===== src/rtl/mvcs_pkg.sv =====
// Package for the streaming column-sum block: shared widths, defaults and the
// per-item tag that travels from the multiply stage to the accumulator ring.
// No dependencies.
package mvcs_pkg;

    localparam int SIZE_REG_BITS    = 7;
    localparam int SUM_BITS         = 38;
    localparam int MAX_SIZE_DEF     = 64;
    localparam int ELEMENT_BITS_DEF = 16;
    localparam int SIZE_RESET       = 64;

    typedef struct packed {
        logic first_row;
        logic last_row;
        logic last_col;
    } tag_t;

endpackage


===== src/rtl/mvcs_cell.sv =====
// One accumulator cell of the circulating column ring.
// Depends on mvcs_pkg for the sum width.
module mvcs_cell (
    input  logic                          clk,
    input  logic                          shift,
    input  logic                          is_tail,
    input  logic [mvcs_pkg::SUM_BITS-1:0] from_next,
    input  logic [mvcs_pkg::SUM_BITS-1:0] from_adder,
    output logic [mvcs_pkg::SUM_BITS-1:0] acc
);
    import mvcs_pkg::*;

    logic [SUM_BITS-1:0] acc_reg;
    logic [SUM_BITS-1:0] acc_next;

    always_comb
    begin
        acc_next = is_tail ? from_adder : from_next;
    end

    always_ff @(posedge clk)
    begin
        if (shift)
        begin
            acc_reg <= acc_next;
        end
    end

    assign acc = acc_reg;

endmodule


===== src/rtl/mvcs_front.sv =====
// Input stage: size register, row and column counters and the registered
// multiplier. Depends on mvcs_pkg for the tag type and register widths.
module mvcs_front #(
    parameter int MAX_SIZE     = mvcs_pkg::MAX_SIZE_DEF,
    parameter int ELEMENT_BITS = mvcs_pkg::ELEMENT_BITS_DEF,
    parameter int INDEX_BITS   = (MAX_SIZE > 1) ? $clog2(MAX_SIZE) : 1,
    parameter int COUNT_BITS   = $clog2(MAX_SIZE + 1)
) (
    input  logic                               clk,
    input  logic                               rst_n,
    input  logic                               cfg_valid,
    input  logic [mvcs_pkg::SIZE_REG_BITS-1:0] size_in_use,
    input  logic                               in_valid,
    output logic                               in_ready,
    input  logic signed [ELEMENT_BITS-1:0]     matrix_value,
    input  logic signed [ELEMENT_BITS-1:0]     vector_value,
    input  logic                               s1_take,
    output logic                               s1_valid,
    output mvcs_pkg::tag_t                     s1_tag,
    output logic [INDEX_BITS-1:0]              s1_index,
    output logic signed [2*ELEMENT_BITS-1:0]   s1_prod,
    output logic [COUNT_BITS-1:0]              size
);
    import mvcs_pkg::*;

    localparam int RESET_N = (SIZE_RESET > MAX_SIZE) ? MAX_SIZE : SIZE_RESET;

    logic [COUNT_BITS-1:0]            size_reg;
    logic [COUNT_BITS-1:0]            size_next;
    logic [INDEX_BITS-1:0]            col_reg;
    logic [INDEX_BITS-1:0]            col_next;
    logic [INDEX_BITS-1:0]            row_reg;
    logic [INDEX_BITS-1:0]            row_next;
    logic                             valid_reg;
    logic                             valid_next;
    tag_t                             tag_reg;
    tag_t                             tag_cur;
    logic [INDEX_BITS-1:0]            index_reg;
    logic signed [2*ELEMENT_BITS-1:0] prod_reg;
    logic                             accept;

    assign accept   = in_valid && in_ready;
    assign in_ready = !valid_reg || s1_take;

    always_comb
    begin
        size_next = size_reg;
        if (cfg_valid)
        begin
            if (size_in_use == '0)
            begin
                size_next = COUNT_BITS'(1);
            end
            else if (int'(size_in_use) > MAX_SIZE)
            begin
                size_next = COUNT_BITS'(MAX_SIZE);
            end
            else
            begin
                size_next = COUNT_BITS'(size_in_use);
            end
        end
    end

    always_comb
    begin
        tag_cur.first_row = (row_reg == '0);
        tag_cur.last_row  = ((COUNT_BITS'(row_reg) + COUNT_BITS'(1)) == size_reg);
        tag_cur.last_col  = ((COUNT_BITS'(col_reg) + COUNT_BITS'(1)) == size_reg);

        col_next = col_reg;
        row_next = row_reg;
        if (cfg_valid)
        begin
            col_next = '0;
            row_next = '0;
        end
        else if (accept)
        begin
            if (tag_cur.last_col)
            begin
                col_next = '0;
                row_next = tag_cur.last_row ? '0 : row_reg + INDEX_BITS'(1);
            end
            else
            begin
                col_next = col_reg + INDEX_BITS'(1);
            end
        end

        valid_next = accept ? 1'b1 : (s1_take ? 1'b0 : valid_reg);
    end

    always_ff @(posedge clk or negedge rst_n)
    begin
        if (!rst_n)
        begin
            size_reg  <= COUNT_BITS'(RESET_N);
            col_reg   <= '0;
            row_reg   <= '0;
            valid_reg <= 1'b0;
        end
        else
        begin
            size_reg  <= size_next;
            col_reg   <= col_next;
            row_reg   <= row_next;
            valid_reg <= valid_next;
        end
    end

    always_ff @(posedge clk)
    begin
        if (accept)
        begin
            tag_reg   <= tag_cur;
            index_reg <= col_reg;
            prod_reg  <= matrix_value * vector_value;
        end
    end

    assign s1_valid = valid_reg;
    assign s1_tag   = tag_reg;
    assign s1_index = index_reg;
    assign s1_prod  = prod_reg;
    assign size     = size_reg;

    property p_cfg_restarts;
        @(posedge clk) disable iff (!rst_n)
        cfg_valid |=> (col_reg == '0) && (row_reg == '0);
    endproperty
    a_cfg_restarts: assert property (p_cfg_restarts)
        else $error("counters not restarted by a size write");

    property p_col_in_range;
        @(posedge clk) disable iff (!rst_n)
        !cfg_valid && accept |=> (COUNT_BITS'(col_reg) < size_reg);
    endproperty
    a_col_in_range: assert property (p_col_in_range)
        else $error("column counter beyond matrix size");

endmodule


===== src/rtl/matrix_vector_column_sums.sv =====
// Top level of the streaming transposed matrix-vector product.
// Depends on mvcs_pkg, mvcs_front and mvcs_cell.
//
// Channel   Handshake             Payload
// cfg       cfg_valid/cfg_ready   size_in_use
// in        in_valid/in_ready     matrix_value, vector_value
// out       out_valid/out_ready   column_index, column_sum, last_column
//
// One item is taken per cycle unless stalled; any result it gives is registered.
// The column accumulators sit in a ring of MAX_SIZE cells that rotates by one
// on every item, so the head cell always holds the column being summed.
// Reset clears counters, sets size to min(64, MAX_SIZE); ring needs no clearing.
// A held result stalls input only when the next item also produces a result.
module matrix_vector_column_sums #(
    parameter int MAX_SIZE     = mvcs_pkg::MAX_SIZE_DEF,
    parameter int ELEMENT_BITS = mvcs_pkg::ELEMENT_BITS_DEF,
    parameter int INDEX_BITS   = (MAX_SIZE > 1) ? $clog2(MAX_SIZE) : 1
) (
    input  logic                               clk,
    input  logic                               rst_n,
    input  logic                               cfg_valid,
    output logic                               cfg_ready,
    input  logic [mvcs_pkg::SIZE_REG_BITS-1:0] size_in_use,
    input  logic                               in_valid,
    output logic                               in_ready,
    input  logic signed [ELEMENT_BITS-1:0]     matrix_value,
    input  logic signed [ELEMENT_BITS-1:0]     vector_value,
    output logic                               out_valid,
    input  logic                               out_ready,
    output logic [INDEX_BITS-1:0]              column_index,
    output logic signed [mvcs_pkg::SUM_BITS-1:0] column_sum,
    output logic                               last_column
);
    import mvcs_pkg::*;

    localparam int COUNT_BITS = $clog2(MAX_SIZE + 1);

    logic                             s1_valid;
    logic                             s1_take;
    tag_t                             s1_tag;
    logic [INDEX_BITS-1:0]            s1_index;
    logic signed [2*ELEMENT_BITS-1:0] s1_prod;
    logic [COUNT_BITS-1:0]            size;
    logic signed [SUM_BITS-1:0]       prod_ext;
    logic signed [SUM_BITS-1:0]       sum;
    logic [SUM_BITS-1:0]              ring [MAX_SIZE];

    logic                             out_valid_reg;
    logic                             out_valid_next;
    logic [INDEX_BITS-1:0]            column_index_reg;
    logic signed [SUM_BITS-1:0]       column_sum_reg;
    logic                             last_column_reg;

    assign cfg_ready = 1'b1;

    mvcs_front #(
        .MAX_SIZE     (MAX_SIZE),
        .ELEMENT_BITS (ELEMENT_BITS),
        .INDEX_BITS   (INDEX_BITS),
        .COUNT_BITS   (COUNT_BITS)
    ) u_front (
        .clk          (clk),
        .rst_n        (rst_n),
        .cfg_valid    (cfg_valid),
        .size_in_use  (size_in_use),
        .in_valid     (in_valid),
        .in_ready     (in_ready),
        .matrix_value (matrix_value),
        .vector_value (vector_value),
        .s1_take      (s1_take),
        .s1_valid     (s1_valid),
        .s1_tag       (s1_tag),
        .s1_index     (s1_index),
        .s1_prod      (s1_prod),
        .size         (size)
    );

    assign s1_take  = s1_valid && (!s1_tag.last_row || !out_valid_reg || out_ready);
    assign prod_ext = SUM_BITS'(s1_prod);
    assign sum      = s1_tag.first_row ? prod_ext : ($signed(ring[0]) + prod_ext);

    for (genvar k = 0; k < MAX_SIZE; k++)
    begin : g_ring
        logic [SUM_BITS-1:0] from_next;
        if (k == MAX_SIZE - 1)
        begin : g_end
            assign from_next = sum;
        end
        else
        begin : g_mid
            assign from_next = ring[k+1];
        end

        mvcs_cell u_cell (
            .clk        (clk),
            .shift      (s1_take),
            .is_tail    (size == COUNT_BITS'(k + 1)),
            .from_next  (from_next),
            .from_adder (sum),
            .acc        (ring[k])
        );
    end

    always_comb
    begin
        out_valid_next = out_valid_reg;
        if (s1_take && s1_tag.last_row)
        begin
            out_valid_next = 1'b1;
        end
        else if (out_ready)
        begin
            out_valid_next = 1'b0;
        end
    end

    always_ff @(posedge clk or negedge rst_n)
    begin
        if (!rst_n)
        begin
            out_valid_reg <= 1'b0;
        end
        else
        begin
            out_valid_reg <= out_valid_next;
        end
    end

    always_ff @(posedge clk)
    begin
        if (s1_take && s1_tag.last_row)
        begin
            column_index_reg <= s1_index;
            column_sum_reg   <= sum;
            last_column_reg  <= s1_tag.last_col;
        end
    end

    assign out_valid    = out_valid_reg;
    assign column_index = column_index_reg;
    assign column_sum   = column_sum_reg;
    assign last_column  = last_column_reg;

    property p_result_loaded;
        @(posedge clk) disable iff (!rst_n)
        s1_take && s1_tag.last_row |=> out_valid_reg;
    endproperty
    a_result_loaded: assert property (p_result_loaded)
        else $error("finished column sum not presented");

    property p_no_overwrite;
        @(posedge clk) disable iff (!rst_n)
        out_valid_reg && !out_ready |-> !(s1_take && s1_tag.last_row);
    endproperty
    a_no_overwrite: assert property (p_no_overwrite)
        else $error("held result overwritten");

    property p_no_spurious;
        @(posedge clk) disable iff (!rst_n)
        s1_take && !s1_tag.last_row && !out_valid_reg |=> !out_valid_reg;
    endproperty
    a_no_spurious: assert property (p_no_spurious)
        else $error("result raised by an item of an inner row");

endmodule


===== config.mk =====
export PLATFORM = sky130hd
export DESIGN_NAME = matrix_vector_column_sums
export DESIGN_NICKNAME = d
export VERILOG_FILES = /design/src/rtl/mvcs_pkg.sv /design/src/rtl/mvcs_cell.sv /design/src/rtl/mvcs_front.sv /design/src/rtl/matrix_vector_column_sums.sv
export SDC_FILE = /design/constraint.sdc
export NUM_CORES = 2
export LEC_CHECK = 0
export ABC_AREA = 0
export ABC_CLOCK_PERIOD_IN_PS = 237500
export BUFFER_PORTS_ARGS = -buffer_cell sky130_fd_sc_hd__clkbuf_2
export CORE_UTILIZATION = 45
export CTS_BUF_LIST = sky130_fd_sc_hd__clkbuf_4
export CTS_CLUSTER_SIZE = 40
export DETAILED_ROUTE_END_ITERATION = 12
export PLACE_DENSITY_LB_ADDON = 0.15
export SLEW_MARGIN = 20
export SYNTH_ARGS = -nofsm -noshare
export SYNTH_HDL_FRONTEND = slang
export SYNTH_SLANG_ARGS = --single-unit

===== constraint.sdc =====
create_clock -name clk -period 237.5 [get_ports clk]
set_clock_uncertainty 0.2 [all_clocks]
set_input_delay 35.625 -clock clk [delete_from_list [all_inputs] [get_ports clk]]
set_output_delay 35.625 -clock clk [all_outputs]
set_load 0.05 [all_outputs]

# Yosys cells after proc, flatten, opt, wreduce, memory -nomap -nowiden
# Index checks and enable logic that the tools add are counted.
dict set report word_totals {
  regBits 2539
  input_bits 44
}
dict set report op_classes {
  add_sub_neg 5
  multipliers 1
  order_cmp 1
  n_eq_ne 65
  mux 77
  n_reduce_logical 16
}
# cell n
set ops {}
lappend ops {{$mux W38} 64}
lappend ops {{$eq A7 B6 Y1 const B} 32}
lappend ops {{$eq A7 B5 Y1 const B} 16}
lappend ops {{$eq A7 B4 Y1 const B} 8}
lappend ops {{$mux W6} 7}
lappend ops {{$add A38 B32 Y38} 1}
lappend ops {{$mul A16 B16 Y32} 1}
lappend ops {{$eq A7 B3 Y1 const B} 4}
lappend ops {{$add A6 B1 Y7 const B} 2}
lappend ops {{$eq A7 B2 Y1 const B} 2}
lappend ops {{$eq A7 B7 Y1} 2}
lappend ops {{$mux W7} 2}
lappend ops {{$add A6 B1 Y6 const B} 2}
lappend ops {{$reduce_bool A2 Y1} 4}
lappend ops {{$eq A7 B1 Y1 const B} 1}
lappend ops {{$gt A7 B7 Y1 const B} 1}
lappend ops {{$logic_not A7 Y1} 1}
lappend ops {{$logic_not A6 Y1} 1}
lappend ops {{$mux W1} 4}
lappend ops {{$logic_and A1 B1 Y1} 3}
lappend ops {{$logic_not A1 Y1} 3}
lappend ops {{$logic_or A1 B1 Y1} 3}
lappend ops {{$reduce_and A2 Y1} 1}

# Longest topological paths before layout
dict set report logic_depth {
  word_depth 8
  depth_mapped 25
  depth_no_buf 24
}

# Cells and area by module
# A second synthesis with hierarchy kept.
dict set report unflattened {
  cells_unflattened 6959
  area_unflattened_um2 124625.8
}
# module instances cells_per_inst area_each_um2
set modules_own_cells {}
lappend modules_own_cells {mvcs_cell 64 80 1682.9}
lappend modules_own_cells {mvcs_front 1 1283 12444.4}
lappend modules_own_cells {matrix_vector_column_sums 1 556 4478.0}

# Worst setup path after synthesis
# OpenSTA, ideal clock, no wires.
dict set report synth_path {
  path_type {in2reg}
  start {input out_ready}
  end {register column_index_reg[0] (netlist: column_index[0]) (enable)}
  setup_ps 407
  t_arrival_ps 223474
  t_required_ps 236893
  slack_ps 13418
  stages 3
  n_path_buf 0
  path_cell_list {nor2b_1 a21boi_0 and2_1}
}
dict set report synth_via {
  elab_chain_len 3
}
# item line_no
set synth_rtl {}
lappend synth_rtl {{start, declared} matrix_vector_column_sums.sv:29} ;# input logic out_ready,
lappend synth_rtl {{$logic_or A1 B1 Y1} matrix_vector_column_sums.sv:78} ;# assign s1_take = s1_valid && (!s1_tag.last_row || !out_valid_reg || out_ready);
lappend synth_rtl {{$logic_and A1 B1 Y1} matrix_vector_column_sums.sv:78}
lappend synth_rtl {{via g_ring[0].u_cell.shift} mvcs_cell.sv:5} ;# input logic shift,
lappend synth_rtl {{$logic_and A1 B1 Y1} matrix_vector_column_sums.sv:131} ;# if (s1_take && s1_tag.last_row)
lappend synth_rtl {{end signal, assigned} matrix_vector_column_sums.sv:133} ;# column_index_reg <= s1_index;
lappend synth_rtl {{end, declared} matrix_vector_column_sums.sv:50} ;# logic [INDEX_BITS-1:0] column_index_reg;
# The timed path passes the listed nets, and every way through them passes these cells.
# A chain may end at the register's enable or synchronous reset.

# Worst setup path in the final report
dict set report layout_path {
  start {input out_ready}
  end {output in_ready}
}
dict set report layout_via {
  elab_chain_len 3
}
# item line_no
set layout_rtl {}
lappend layout_rtl {{$logic_or A1 B1 Y1} matrix_vector_column_sums.sv:78}
lappend layout_rtl {{$logic_and A1 B1 Y1} matrix_vector_column_sums.sv:78}
lappend layout_rtl {{$logic_or A1 B1 Y1} mvcs_front.sv:43} ;# assign in_ready = !valid_reg || s1_take;
lappend layout_rtl {{end, declared} matrix_vector_column_sums.sv:25} ;# output logic in_ready,
# Every way passes these cells.

==> results.ini <==
[logic_synthesis]
ys_top_cells_by_count = nand2_1 (2625), edfxtp_1 (2518), o21ai_0 (2347)
yosysTopAreaCell = edfxtp_1
syn-num-nets = 10200
synth.top_cells.by_area = edfxtp_1 (67%), o21ai_0 (10%), nand2_1 (8.7%)
synth.distinct_cells = 70
ys_ff_latch = 2539
yosysTopAreaCellShare = 0.6664
syn_inst = 9771
synth_area_um2 = 113500
synth_edf_count = 2518
dominantRegCellSynth = edfxtp_1
yosys_warnings = 0
postSynthAreaPerCell_um2 = 11.61
async_flop_share = 0.008271
yosysMostFrequentCell = nand2_1
ys_seq_area_frac = 0.6710

[final_layout]
area_growth_pct = 10.39
drive_above_1_share = 0.1364
final_nets = 10310
largest_register_ff_count = 2432

[detailed_routing]
drc = 0
wl_um = 252800
num_vias = 72920
avgViaCountPerCell = 5.324
routedWlPerCell_um = 18.46
dr.first_iter.drc_count = 5170
drtAntennaViolNets = 0
dr.pass1.iters = 6

[power_and_ir_drop]
total_power_mw = 1.368
power_leakage_nw = 50.56
power.density_nw_per_um2 = 10.92
power.share.switching = 0.3402
pwr-share-comb = 0.299
switchingPower_mw = 0.4654
p_clk_frac = 0.280
seq_power_share = 0.421
worst_ir_drop_vdd_uv = 21.15
p_int_mw = 0.9025

[cts]
clockRootBuffer = clkbuf_4
clock_path_buffers = 4
htree_levels = 6
ctsResizeCount = 0
cts_tree = done
clock_latency_ns = 1.40
cts_num_sinks = 2539
cts_hold_buf = 0
cts_made_buffers = 684
cts_setup_buffers = 0
path_clk_slew_ns = 0.06

[worst_hold_path]
worst_hold_path.endpoint = column_index[1]
min_from = u_front.s1_index[1]
hold_class = flop to flop
hold_path_depth = 0

[grt]
grt_pass1_wl_um = 410200
grt_util_all_layers = 0.2003
gr-total-overflow = 0
antenna_found_initial = 18
grt_pass1_vias = 74690
grt_max_degree = 203

[critical_path]
rr_worst_depth = 8
cp_data_required_time_ns = 201.68
timing.rr.start = out_valid
cp.arrival_ns = 36.48
worstSetupStartpointType = input port
ff2ff_setup_slack_ns = 231.43
critical_path_class = input port to output port
crit_path_max_fanout = 3
end_kind = output port
r2r_end = g_ring[46].u_cell.acc[19]

[sta]
fmax_ghz = 0.01383
slew-limit-headroom = 0.1156
fin_crit_sh = 0.3045
setup-violations-final = 0
rsz0062_at_grt = false
finalHoldViolCount = 0
period_needed_ns = 72.31
tns_ns = 0
drv_slew = 0
worst_pin_slew_ns = 1.327

[outcome]
outcome = complete, no violations

[place]
gp_congestion = 0.8129
io_buffer_count = 90
dp.final_hpwl_um = 143500

[die]
num_rows = 183
fp.dieH_um = 504.1
core_area_um2 = 249600
dieWidth_um = 504.1
dieArea_um2 = 254200
ioPinCount = 92
start_util = 0.4546

[run]
cap_violations = 0

## cells by family (layout without fill, tap and decap cells)
| logic type | count (synthesis) | in the layout | synth area share |
|---|---|---|---|
| AND/OR/NAND/NOR | 2966 | 2966 | 0.1032 |
| AO/OA/AOI/OAI | 2637 | 2637 | 0.1198 |
| flip-flops | 2539 | 2539 | 0.6710 |
| buffers and inverters | 1151 | 1733 | 0.03846 |
| adder cells (fa/ha/maj) | 385 | 385 | 0.05986 |
| XOR/XNOR | 74 | 74 | 0.005778 |
| multiplexers | 18 | 18 | 0.001753 |
| other | 1 | 15 | 0.00003305 |
## power by group through the flow
stage / registers (mW) / logic (mW) / clock network [mW]
2_1_floorplan: 0.771 / 0.280 / 0
4_1_cts: 0.577 / 0.415 / 0.397
3_5_place_dp: 0.586 / 0.413 / 0
6_report: 0.576 / 0.409 / 0.383
3_3_place_gp: 0.585 / 0.408 / 0
5_1_grt: 0.580 / 0.464 / 0.419
## worst max-delay path by stage
stage,from,cells past startpoint,end
after floorplan,out_ready,3,column_index[0]
after detailed placement,out_ready,4,in_ready
after global routing,out_ready,4,in_ready
after global placement,out_ready,4,in_ready
final,out_ready,4,in_ready
after CTS,out_ready,4,in_ready
## layout by cell type, fill, tap and decap left out, types with 8 or more instances in the layout
master	netlist	final
a21o_1	33	32
o21ai_1	87	81
o211ai_1	8	8
nand3_1	21	21
clkbuf_2	6	90
xnor2_1	53	53
o21ai_0	2347	2347
nand4_1	12	12
nand2b_1	18	18
diode_2	0	14
fa_1	263	263
nand2_1	2625	2561
mux2i_4	1	14
a211oi_1	14	14
nor3_1	27	23
nand2_2	0	56
inv_1	355	354
clkbuf_4	0	1037
buf_4	7	119
xor2_1	20	20
bufinv_16	0	9
clkinv_1	1	87
a31oi_1	10	10
nand2_4	0	8
nor2_1	90	89
ha_1	122	122
and2_1	126	125
dfrtp_1	20	20
nor2b_1	12	12
a21oi_1	69	63
or3_1	11	11
inv_2	1	12
clkinv_2	0	8
edfxtp_1	2518	2518
## layout make-up
type / instances / area, um2
sequential: 2539 / 76140
antenna: 14 / 35.03
multi-input combinational: 6081 / 33560
clock buffer: 1037 / 7785
tap: 3330 / 4167
inverter: 357 / 1340
fill: 22720 / 124300
clock inverter: 119 / 716.9
timing repair buffer: 220 / 1510
## stage by stage
step	hold slack [ns]	area [um2]	cells	setup WS (ns)	util
finish	0.2269	125300	13700	165.19	0.5019
global route	0.2311	125200	13690	165.17	0.5018
CTS	0.2225	125200	13680	165.20	0.5016
detailed placement	0.2062	116700	12530	165.21	0.4676
global placement	0.2075	116600	12530	165.18	0.4674
floorplan	0.2003	113500	9771	13.42	-
## critical path, cell delays in order
cell and delay, ns:
clkbuf_2 0.08, nor2b_1 0.29, nand3_1 0.20, clkbuf_2 0.28
## layer usage
metal  GRT usage  up-vias  wire (um)
li1            -    34720          -
met1      0.2809    36220     117300
met2      0.3186     1560     118000
met3     0.03423      420      11790
met4     0.06190        0       5750
met5           0        -          0
(Power assumes the default switching activity.)
